`config.mk`:
```
export PLATFORM = sky130hd
export DESIGN_NAME = masked_shift_min_normalizer_unit_flat
export DESIGN_NICKNAME = d
export VERILOG_FILES = /design/src/rtl/core/msmn_pkg.sv /design/src/rtl/core/msmn_in_if.sv /design/src/rtl/core/msmn_out_if.sv /design/src/rtl/core/msmn_div.sv /design/src/rtl/core/masked_shift_min_normalizer_unit.sv /design/src/flat_wrapper.sv
export SDC_FILE = /design/constraint.sdc
export NUM_CORES = 2
export LEC_CHECK = 0
export ABC_AREA = 1
export ABC_CLOCK_PERIOD_IN_PS = 5200
export BUFFER_PORTS_ARGS = -buffer_cell sky130_fd_sc_hd__clkbuf_2
export CAP_MARGIN = 10
export CORE_MARGIN = 5
export CORE_UTILIZATION = 40
export DETAILED_ROUTE_END_ITERATION = 8
export SLEW_MARGIN = 5
export SYNTH_ARGS = -nofsm -noshare
export SYNTH_HDL_FRONTEND = slang
export SYNTH_SLANG_ARGS = --single-unit
```
`constraint.sdc`:
```
create_clock -name clk -period 5.2 [get_ports clk]
set_input_delay 1.04 -clock clk [delete_from_list [all_inputs] [get_ports clk]]
set_output_delay 1.04 -clock clk [all_outputs]
set_load 0.01 [all_outputs]
```
`src/rtl/core/msmn_pkg.sv`:
```
// shared types and constants for the masked shift-min normalizer
package msmn_pkg;

  // configuration register indexes
  localparam logic [2:0] REG_ROW_COUNT       = 3'd0;
  localparam logic [2:0] REG_COL_COUNT       = 3'd1;
  localparam logic [2:0] REG_REGION_LIMIT    = 3'd2;
  localparam logic [2:0] REG_CAUSAL_MASK     = 3'd3;
  localparam logic [2:0] REG_DERIVATIVE_MODE = 3'd4;

  localparam int CFG_IDX_W  = 3;
  localparam int CFG_DATA_W = 4;

  // element store geometry
  localparam int STORE_DEPTH = 64;
  localparam int ADDR_W      = 6;

  // divider sizing: quotient bits and step counter
  localparam int QUOT_W = 26;
  localparam int DIVD_W = QUOT_W - 1;
  localparam int STEP_W = 5;

  localparam logic [STEP_W-1:0] FWD_STEPS  = 5'd16;
  localparam logic [STEP_W-1:0] DRV1_STEPS = 5'd24;
  localparam logic [STEP_W-1:0] DRV2_STEPS = 5'd25;

  // fixed point one in Q15.16
  localparam logic [31:0] ONE_Q16 = 32'h0001_0000;

  // divider control
  typedef struct packed {
    logic              start;
    logic [STEP_W-1:0] steps;
  } div_ctl_t;

endpackage

```
`src/rtl/core/msmn_in_if.sv`:
```
// input word channel
interface msmn_in_if #(parameter int IN_WIDTH = 16);
  logic                       valid;
  logic                       ready;
  logic signed [IN_WIDTH-1:0] element_value;

  modport source (output valid, output element_value, input ready);
  modport sink (input valid, input element_value, output ready);
endinterface

```
`src/rtl/core/msmn_out_if.sv`:
```
// result word channel
interface msmn_out_if;
  logic              valid;
  logic              ready;
  logic signed [31:0] result_value;
  logic [2:0]        row_index;
  logic [2:0]        col_index;
  logic              last_flag;
  logic              empty_flag;

  modport source (output valid, output result_value, output row_index, output col_index,
                  output last_flag, output empty_flag, input ready);
  modport sink (input valid, input result_value, input row_index, input col_index,
                input last_flag, input empty_flag, output ready);
endinterface

```
`src/rtl/core/msmn_div.sv`:
```
// iterative restoring divider, one quotient bit per cycle
module msmn_div
  import msmn_pkg::*;
#(
  parameter int SW = 22
) (
  input  logic              clk,
  input  logic              rst,
  input  div_ctl_t          ctl,
  input  logic [SW-1:0]     rem_init,
  input  logic [DIVD_W-1:0] dividend,
  input  logic [SW-1:0]     divisor,
  output logic              done,
  output logic [QUOT_W-1:0] quot
);

  logic              busy;
  logic              first;
  logic [STEP_W-1:0] cnt;
  logic [SW-1:0]     rem;
  logic [SW-1:0]     dsr;
  logic [DIVD_W-1:0] dq;
  logic [SW:0]       cand;
  logic              ge;
  logic [SW:0]       diff;

  // compare step uses the remainder as is, later steps shift in a dividend bit
  always_comb begin
    cand = first ? {1'b0, rem} : {rem, dq[DIVD_W-1]};
    ge   = cand >= {1'b0, dsr};
    diff = cand - {1'b0, dsr};
  end

  // control
  always_ff @(posedge clk) begin
    if (rst) begin
      busy  <= 1'b0;
      first <= 1'b0;
      cnt   <= '0;
      done  <= 1'b0;
    end else begin
      done <= 1'b0;
      if (ctl.start) begin
        busy  <= 1'b1;
        first <= 1'b1;
        cnt   <= ctl.steps;
      end else if (busy) begin
        first <= 1'b0;
        if (!first) begin
          cnt <= cnt - 1'b1;
          if (cnt == STEP_W'(1)) begin
            busy <= 1'b0;
            done <= 1'b1;
          end
        end
      end
    end
  end

  // datapath
  always_ff @(posedge clk) begin
    if (ctl.start) begin
      rem  <= rem_init;
      dsr  <= divisor;
      dq   <= dividend;
      quot <= '0;
    end else if (busy) begin
      rem  <= ge ? diff[SW-1:0] : cand[SW-1:0];
      quot <= {quot[QUOT_W-2:0], ge};
      if (!first) begin
        dq <= {dq[DIVD_W-2:0], 1'b0};
      end
    end
  end

endmodule

```
`src/rtl/core/masked_shift_min_normalizer_unit.sv`:
```
// masked shift-min normalizer top level: element store, sequencer, shared divider
// load: one word per cycle; the word that completes the matrix starts processing
// processing: a minimum pass, then a sum pass over the region (skipped at limit one),
//   then per element a read, a calculation, the divider in the region, and the output
// not ready while processing; output word held until taken
// reset: registers 8,8,8,0,0, load count zero; the store is not cleared
module masked_shift_min_normalizer_unit
  import msmn_pkg::*;
#(
  parameter int ROW_CAP  = 8,
  parameter int MAX_COLS = 8,
  parameter int IN_WIDTH = 16
) (
  input  logic                  clk,
  input  logic                  rst,
  input  logic                  cfg_write_en,
  input  logic [CFG_IDX_W-1:0]  cfg_index,
  input  logic [CFG_DATA_W-1:0] cfg_data,
  msmn_in_if.sink               in_ch,
  msmn_out_if.source            out_ch
);

  localparam int SW  = IN_WIDTH + 6;
  localparam int IW1 = IN_WIDTH + 1;

  localparam logic [2:0] S_LOAD      = 3'd0;
  localparam logic [2:0] S_SCAN_RD   = 3'd1;
  localparam logic [2:0] S_SCAN_USE  = 3'd2;
  localparam logic [2:0] S_EMIT_RD   = 3'd3;
  localparam logic [2:0] S_EMIT_CALC = 3'd4;
  localparam logic [2:0] S_DIV       = 3'd5;
  localparam logic [2:0] S_OUT       = 3'd6;

  // configuration registers
  logic [3:0] row_count, col_count, region_limit;
  logic       causal_mask, derivative_mode;

  always_ff @(posedge clk) begin
    if (rst) begin
      row_count       <= 4'd8;
      col_count       <= 4'd8;
      region_limit    <= 4'd8;
      causal_mask     <= 1'b0;
      derivative_mode <= 1'b0;
    end else if (cfg_write_en) begin
      case (cfg_index)
        REG_ROW_COUNT:       row_count       <= cfg_data;
        REG_COL_COUNT:       col_count       <= cfg_data;
        REG_REGION_LIMIT:    region_limit    <= cfg_data;
        REG_CAUSAL_MASK:     causal_mask     <= cfg_data[0];
        REG_DERIVATIVE_MODE: derivative_mode <= cfg_data[0];
        default: ;
      endcase
    end
  end

  // clamped geometry
  logic [3:0] rows, cols, nr, cb;
  logic [6:0] total;
  logic [2:0] r, c;
  logic [ADDR_W-1:0] base;

  always_comb begin
    rows  = (row_count == 4'd0) ? 4'd1 :
            (row_count > 4'(ROW_CAP)) ? 4'(ROW_CAP) : row_count;
    cols  = (col_count == 4'd0) ? 4'd1 :
            (col_count > 4'(MAX_COLS)) ? 4'(MAX_COLS) : col_count;
    total = 7'(rows * cols);
    nr    = (region_limit < rows) ? region_limit : rows;
    cb    = causal_mask ? ({1'b0, r} + 4'd1) : region_limit;
    if (cb > cols) begin
      cb = cols;
    end
  end

  // sequencer registers
  logic [2:0]          state;
  logic                pass;
  logic                stage;
  logic [6:0]          load_cnt;
  logic signed [IN_WIDTH-1:0] mn;
  logic [SW-1:0]       sum;
  logic [6:0]          count;
  logic signed [31:0]  res;
  logic [2:0]          res_row, res_col;
  logic                res_last, res_empty;

  // element store
  logic [IN_WIDTH-1:0] store [STORE_DEPTH];
  logic [IN_WIDTH-1:0] rdata;
  logic                rd_en;
  logic [ADDR_W-1:0]   rd_addr;
  logic                in_acc, out_acc;

  assign in_acc  = in_ch.valid && in_ch.ready;
  assign out_acc = out_ch.valid && out_ch.ready;
  assign rd_en   = (state == S_SCAN_RD) || (state == S_EMIT_RD);
  assign rd_addr = base + ADDR_W'(c);

  always_ff @(posedge clk) begin
    if (in_acc) begin
      store[load_cnt[ADDR_W-1:0]] <= in_ch.element_value;
    end
    if (rd_en) begin
      rdata <= store[rd_addr];
    end
  end

  // per element arithmetic
  logic signed [IN_WIDTH-1:0] v;
  logic signed [IW1-1:0]      absmin, tv;
  logic [SW-1:0]              t_u;
  logic signed [40:0]         pw;
  logic signed [31:0]         passv;
  logic                       rel_row, in_reg, row_end, col_end;

  always_comb begin
    v       = rdata;
    absmin  = mn[IN_WIDTH-1] ? -IW1'(mn) : IW1'(mn);
    tv      = IW1'(v) + absmin;
    t_u     = SW'(tv[IN_WIDTH-1:0]);
    pw      = 41'(v) <<< 8;
    if (pw > 41'sd2147483647) begin
      passv = 32'sh7fff_ffff;
    end else if (pw < -41'sd2147483648) begin
      passv = 32'sh8000_0000;
    end else begin
      passv = pw[31:0];
    end
    rel_row = {1'b0, r} < nr;
    in_reg  = rel_row && ({1'b0, c} < cb);
    row_end = ({1'b0, r} + 4'd1) >= nr;
    col_end = ({1'b0, c} + 4'd1) >= cb;
  end

  // shared divider
  div_ctl_t          div_ctl;
  logic [SW-1:0]     div_rem, div_dsr;
  logic [DIVD_W-1:0] div_dvd;
  logic              div_done;
  logic [QUOT_W-1:0] div_quot;

  msmn_div #(.SW(SW)) u_div (
    .clk      (clk),
    .rst      (rst),
    .ctl      (div_ctl),
    .rem_init (div_rem),
    .dividend (div_dvd),
    .divisor  (div_dsr),
    .done     (div_done),
    .quot     (div_quot)
  );

  // sequencer
  always_ff @(posedge clk) begin
    if (rst) begin
      state         <= S_LOAD;
      load_cnt      <= '0;
      div_ctl.start <= 1'b0;
      div_ctl.steps <= '0;
      pass          <= 1'b0;
      stage         <= 1'b0;
      r             <= '0;
      c             <= '0;
      base          <= '0;
      mn            <= {1'b0, {(IN_WIDTH-1){1'b1}}};
      sum           <= '0;
      count         <= '0;
    end else begin
      div_ctl.start <= 1'b0;
      case (state)
        S_LOAD: begin
          if (in_acc) begin
            r    <= '0;
            c    <= '0;
            base <= '0;
            if ((load_cnt + 7'd1) >= total) begin
              load_cnt <= '0;
              if (region_limit == 4'd0) begin
                res       <= '0;
                res_row   <= '0;
                res_col   <= '0;
                res_last  <= 1'b1;
                res_empty <= 1'b1;
                state     <= S_OUT;
              end else if (region_limit == 4'd1) begin
                state <= S_EMIT_RD;
              end else begin
                pass  <= 1'b0;
                mn    <= {1'b0, {(IN_WIDTH-1){1'b1}}};
                state <= S_SCAN_RD;
              end
            end else begin
              load_cnt <= load_cnt + 7'd1;
            end
          end
        end
        S_SCAN_RD: state <= S_SCAN_USE;
        S_SCAN_USE: begin
          if (!pass) begin
            if (v < mn) begin
              mn <= v;
            end
          end else begin
            sum   <= sum + t_u;
            count <= count + 7'd1;
          end
          state <= S_SCAN_RD;
          if (!col_end) begin
            c <= c + 3'd1;
          end else begin
            c    <= '0;
            r    <= r + 3'd1;
            base <= base + ADDR_W'(cols);
            if (row_end) begin
              r    <= '0;
              base <= '0;
              if (!pass) begin
                pass  <= 1'b1;
                sum   <= '0;
                count <= '0;
              end else begin
                state <= S_EMIT_RD;
              end
            end
          end
        end
        S_EMIT_RD: state <= S_EMIT_CALC;
        S_EMIT_CALC: begin
          res_row   <= r;
          res_col   <= c;
          res_last  <= ({1'b0, r} == rows - 4'd1) && ({1'b0, c} == cols - 4'd1);
          res_empty <= 1'b0;
          state     <= S_OUT;
          if (region_limit == 4'd1) begin
            if (r == 3'd0 && c == 3'd0) begin
              res <= derivative_mode ? 32'sd0 : ONE_Q16;
            end else begin
              res <= passv;
            end
          end else if (in_reg) begin
            if (derivative_mode) begin
              if (sum == '0) begin
                res <= '0;
              end else begin
                div_rem       <= sum - t_u;
                div_dsr       <= sum;
                div_dvd       <= '0;
                div_ctl.steps <= DRV1_STEPS;
                div_ctl.start <= 1'b1;
                stage         <= 1'b0;
                state         <= S_DIV;
              end
            end else begin
              div_rem       <= (sum == '0) ? SW'(1) : t_u;
              div_dsr       <= (sum == '0) ? SW'(count) : sum;
              div_dvd       <= '0;
              div_ctl.steps <= FWD_STEPS;
              div_ctl.start <= 1'b1;
              stage         <= 1'b1;
              state         <= S_DIV;
            end
          end else if (rel_row && causal_mask) begin
            res <= '0;
          end else begin
            res <= passv;
          end
        end
        S_DIV: begin
          if (div_done) begin
            if (!stage) begin
              // second pass divides the scaled quotient by the sum again
              div_rem       <= '0;
              div_dvd       <= div_quot[DIVD_W-1:0];
              div_ctl.steps <= DRV2_STEPS;
              div_ctl.start <= 1'b1;
              stage         <= 1'b1;
            end else begin
              res   <= 32'(div_quot);
              state <= S_OUT;
            end
          end
        end
        S_OUT: begin
          if (out_acc) begin
            if (res_last) begin
              state <= S_LOAD;
            end else begin
              state <= S_EMIT_RD;
              if (({1'b0, c} + 4'd1) >= cols) begin
                c    <= '0;
                r    <= r + 3'd1;
                base <= base + ADDR_W'(cols);
              end else begin
                c <= c + 3'd1;
              end
            end
          end
        end
        default: state <= S_LOAD;
      endcase
    end
  end

  // channel ports
  assign in_ch.ready         = (state == S_LOAD);
  assign out_ch.valid        = (state == S_OUT);
  assign out_ch.result_value = res;
  assign out_ch.row_index    = res_row;
  assign out_ch.col_index    = res_col;
  assign out_ch.last_flag    = res_last;
  assign out_ch.empty_flag   = res_empty;

  // checks
  a_no_overlap: assert property (@(posedge clk) disable iff (rst)
    in_ch.ready |-> !out_ch.valid)
    else $error("load and output active together");

  a_div_done_state: assert property (@(posedge clk) disable iff (rst)
    div_done |-> (state == S_DIV))
    else $error("divider finished outside divide state");

  a_last_returns: assert property (@(posedge clk) disable iff (rst)
    (out_acc && out_ch.last_flag) |=> in_ch.ready)
    else $error("no return to load after last word");

  a_empty_last: assert property (@(posedge clk) disable iff (rst)
    (out_ch.valid && out_ch.empty_flag) |-> (out_ch.last_flag && out_ch.result_value == 0))
    else $error("empty word malformed");

endmodule

```
`src/flat_wrapper.sv`:
```
// flat-port wrapper written by rule: the top's interface ports become plain ports
module masked_shift_min_normalizer_unit_flat import msmn_pkg::*;
#(
  parameter int ROW_CAP  = 8,
  parameter int MAX_COLS = 8,
  parameter int IN_WIDTH = 16
)
  (clk, rst, cfg_write_en, cfg_index, cfg_data, in_ch_valid, in_ch_element_value, in_ch_ready, out_ch_valid, out_ch_result_value, out_ch_row_index, out_ch_col_index, out_ch_last_flag, out_ch_empty_flag, out_ch_ready);
  msmn_in_if #(.IN_WIDTH(IN_WIDTH)) in_ch_i ();
  msmn_out_if out_ch_i ();
  input  logic clk;
  input  logic rst;
  input  logic cfg_write_en;
  input  logic [CFG_IDX_W-1:0] cfg_index;
  input  logic [CFG_DATA_W-1:0] cfg_data;
  input wire logic [$bits(in_ch_i.valid)-1:0] in_ch_valid;
  input wire logic [$bits(in_ch_i.element_value)-1:0] in_ch_element_value;
  output wire logic [$bits(in_ch_i.ready)-1:0] in_ch_ready;
  output wire logic [$bits(out_ch_i.valid)-1:0] out_ch_valid;
  output wire logic [$bits(out_ch_i.result_value)-1:0] out_ch_result_value;
  output wire logic [$bits(out_ch_i.row_index)-1:0] out_ch_row_index;
  output wire logic [$bits(out_ch_i.col_index)-1:0] out_ch_col_index;
  output wire logic [$bits(out_ch_i.last_flag)-1:0] out_ch_last_flag;
  output wire logic [$bits(out_ch_i.empty_flag)-1:0] out_ch_empty_flag;
  input wire logic [$bits(out_ch_i.ready)-1:0] out_ch_ready;
  assign in_ch_i.valid = in_ch_valid;
  assign in_ch_i.element_value = in_ch_element_value;
  assign in_ch_ready = in_ch_i.ready;
  assign out_ch_valid = out_ch_i.valid;
  assign out_ch_result_value = out_ch_i.result_value;
  assign out_ch_row_index = out_ch_i.row_index;
  assign out_ch_col_index = out_ch_i.col_index;
  assign out_ch_last_flag = out_ch_i.last_flag;
  assign out_ch_empty_flag = out_ch_i.empty_flag;
  assign out_ch_i.ready = out_ch_ready;
  masked_shift_min_normalizer_unit #(.ROW_CAP(ROW_CAP), .MAX_COLS(MAX_COLS), .IN_WIDTH(IN_WIDTH)) u_core (.clk(clk), .rst(rst), .cfg_write_en(cfg_write_en), .cfg_index(cfg_index), .cfg_data(cfg_data), .in_ch(in_ch_i), .out_ch(out_ch_i));
endmodule
```
==> impl_metrics.sql <==
INSERT INTO impl_metrics (metric_group, metric, value, unit) VALUES
('clock_tree', 'tritoncts.num_buffers', '140', ''),
('clock_tree', 'tritoncts', 'built', ''),
('sta', 'final-hold-violation-count', '0', ''),
('final_layout', 'area_delta_synth_final', '12.3', '%'),
('final_layout', 'num-nets-final', '5827', ''),
('placed_design', 'finalWeightedCongestion', '0.925', ''),
('job', 'maxCapViolations', '0', ''),
('sta', 'setup_viol', '0', ''),
('final_layout', 'mostFrequentLayoutCells', '1213 x edfxtp_1, 804 x nor2_1, 743 x nand2_1', ''),
('clock_tree', 'cts_post_setup_buffers_inserted', '0', ''),
('setup_path', 'critical_path.cell_chain', 'clkinv_1 -> o21ai_1 -> nor2_1 -> fa_1 -> fa_1 -> fa_1 -> nand2_1 -> nand2_1 -> a21oi_1 -> xor2_1 -> ha_1 -> nand2_1 -> nor2_1 -> nand2_1 -> nand3_1 -> nor2_1 -> nor2_1 -> nand2_1 -> nor2_2 -> buf_12', ''),
('grt', 'grt_util_all_layers', '20.3', '%'),
('setup_path', 'timing.critical_path.max_delay_family', 'adder cells', ''),
('sta', 'fin_tns_setup', '0', 'ps'),
('route', 'routed_wire_length_per_instance', '21.2', 'um'),
('pwr', 'power_leakage', '25.0', 'nW'),
('die', 'io-pin-count', '70', ''),
('setup_path', 'kind_of_start_point_of_the_critical_path', 'register', ''),
('die', 'floorplan.core_area', '150000', 'um2'),
('logic_synthesis', 'syn-instance-count', '5579', ''),
('logic_synthesis', 'edff_count_synth', '1213', ''),
('final_layout', 'layout_commonest_cell', 'edfxtp_1', ''),
('setup_path', 'critical-path-top-cell-by-count', 'nand2_1', ''),
('setup_path', 'path_max_fanout', '27', ''),
('logic_synthesis', 'postSynthNetCount', '5769', ''),
('logic_synthesis', 'synth_seq_area_share', '64.6', '%'),
('die', 'initial_utilization', '40.2', '%'),
('setup_path', 'cp-end-kind', 'register', ''),
('logic_synthesis', 'post_synth_main_area_contributors', 'edfxtp_1 61%, o21ai_0 5.5%, nor2_1 5.0%', ''),
('grt', 'grt_pass1_wl', '247000', 'um'),
('pwr', 'power.total', '31.7', 'mW'),
('sta', 'max_transition_margin', '30.6', '%'),
('route', 'drt_wl_total', '164000', 'um'),
('grt', 'grt_overflow_total', '0', ''),
('grt', 'largest_net_degree_at_the_start_of_global_routing', '198', ''),
('pwr', 'power.clock.fraction', '30.8', '%'),
('status', 'status', 'completed', ''),
('setup_path', 'path_buf_inv', '2', ''),
('pwr', 'power.combinational.fraction', '28.8', '%'),
('setup_path', 'critical_path.max_stage_delay', '530', 'ps'),
('final_layout', 'fraction_of_layout_cells_with_a_size_suffix_above_1', '8.59', '%'),
('logic_synthesis', 'postSynthRegisterBits', '1334', ''),
('placed_design', 'io_buffer_count', '69', ''),
('sta', 'timing.fmax', '207', 'MHz'),
('setup_path', 'path_class', 'register to register', ''),
('clock_tree', 'tritoncts_num_sinks', '1334', ''),
('logic_synthesis', 'yosysWarnings', '0', ''),
('die', 'full_die_area', '158000', 'um2'),
('setup_path', 'cp.required', '5660', 'ps'),
('route', 'vias', '42000', ''),
('pwr', 'power_switching_share', '35.2', '%'),
('final_layout', 'final_area', '67500', 'um2'),
('hold_path', 'worstHoldPathType', 'register to register', ''),
('pwr', 'internal-power', '20.5', 'mW'),
('logic_synthesis', 'synthDominantCellAreaShare', '60.6', '%'),
('logic_synthesis', 'syn_avg_cell_area', '10.8', 'um2'),
('pwr', 'power.ir.vdd_worst', '0.334', 'mV'),
('final_layout', 'insertedDiodeCount', '0', ''),
('sta', 'tightest_slew', '1030', 'ps'),
('logic_synthesis', 'syn_area', '60100', 'um2'),
('clock_tree', 'post_cts_hold_buffer_count', '0', ''),
('route', 'drt_first_pass_iters', '5', ''),
('sta', 'post-route-period-util', '92.9', '%'),
('logic_synthesis', 'synth_ff_type', 'edfxtp_1', ''),
('sta', 'finClkSkew', '51.6', 'ps'),
('pwr', 'power.share.sequential', '40.3', '%'),
('clock_tree', 'clock_latency_reported_for_the_late_side_of_the_worst_skew_pair', '780', 'ps'),
('placed_design', 'dp.final_hpwl', '102000', 'um'),
('placed_design', 'dpl_cell_area', '63000', 'um2'),
('sta', 'rsz0062_at_grt', 'no', ''),
('sta', 'drv_slew', '0', '');
## cells by family after synthesis
group           count (synthesis)  synth area share [%]
xor+xnor                       69                  1.02
mux                             1                0.0166
fa+ha+maj                     162                  3.50
simple gates                 1932                  13.3
compound gates               1322                  12.4
buf+inv                       759                  5.18
flops                        1334                  64.6
## path summary, 6_finish.rpt
check	slack (ps)	to	from	depth (start not counted)
worst max register to register	370	u_core.out_ch.result_value[13]	u_core.row_count[3]	20
worst min-delay path	410	u_core.u_div.dsr[6]	u_core.div_dsr[6]	0
worst max-delay path	370	u_core.out_ch.result_value[13]	u_core.row_count[3]	20
worst min register to register	410	u_core.u_div.dsr[6]	u_core.div_dsr[6]	0
## registers in the layout (all words and copies together), names as in the netlist, 4 cells and up
register,flops
u_core.base,6
u_core.col_count,4
u_core.count,7
u_core.div_ctl,4
u_core.div_dsr,22
u_core.div_dvd,25
u_core.div_rem,22
u_core.load_cnt,7
u_core.mn,16
u_core.out_ch.result_value,27
u_core.rdata,16
u_core.region_limit,4
u_core.row_count,4
u_core.store,1024
u_core.sum,22
u_core.u_div.cnt,5
u_core.u_div.dq,25
u_core.u_div.dsr,22
u_core.u_div.quot,26
u_core.u_div.rem,22
## synth_stat cells, types with 4 or more instances
cell and number:
nor3_1 20, o22ai_1 280, or2_2 34, inv_2 14, dfxtp_1 121, clkinv_1 4
o211ai_1 140, buf_2 58, nand2_1 743, o21bai_1 7, o21ai_0 663, ha_1 152
buf_1 10, a21boi_0 4, nor2_2 9, edfxtp_1 1213, a21o_1 8, a31oi_1 9
xnor2_1 20, nand2_2 4, nor2_1 806, buf_6 10, buf_4 28, inv_1 444
clkbuf_1 189, xor2_1 48, a21oi_1 184, o21ai_1 9, o21a_1 7, fa_1 10
nor2_4 5, nand3b_1 7, nand3_1 219, nand4_1 67
## metal layers
| metal | routed length (um) | vias to the layer above | track usage (%) |
|---|---|---|---|
| met4 | 5360 | 0 | 7.17 |
| li1 | - | 19800 | - |
| met2 | 76600 | 1314 | 32.6 |
| met5 | 0 | - | 0 |
| met3 | 9990 | 280 | 3.22 |
| met1 | 72500 | 20600 | 28.1 |
## final cells by class
class / instances / area [um2]
clock buffers: 172 / 3650
multi-input cells: 3486 / 18300
fillers: 13900 / 82100
clock inverters: 83 / 857
inverters: 463 / 1760
well taps: 2016 / 2520
flip-flops and latches: 1334 / 38800
repair buffers: 212 / 1620
## metrics by stage
step	instances	hold WS (ps)	worst slack (ps)	util [%]
2_1_floorplan	5579	400	392	-
3_3_place_gp	7511	402	402	42.1
3_5_place_dp	7511	405	363	42.1
4_1_cts	7766	412	321	45.1
5_1_grt	7766	422	26.1	45.1
6_report	7766	410	370	45.1
## power by group through the flow
stage	Sequential, mW	Combinational, mW	Clock (mW)
after floorplan	12.8	6.30	0
after global placement	13.0	8.96	0
after detailed placement	13.0	9.01	0
after CTS	12.8	9.06	9.97
after global routing	12.8	10.1	10.4
final	12.8	9.14	9.77
## repair_timing
item                                    in CTS  in global routing
hold endpoints to repair                     0                  0
endpoints found under the setup margin       0                 11
resized for setup                            0                  4
Note: power is estimated with default switching activity, not from simulation.
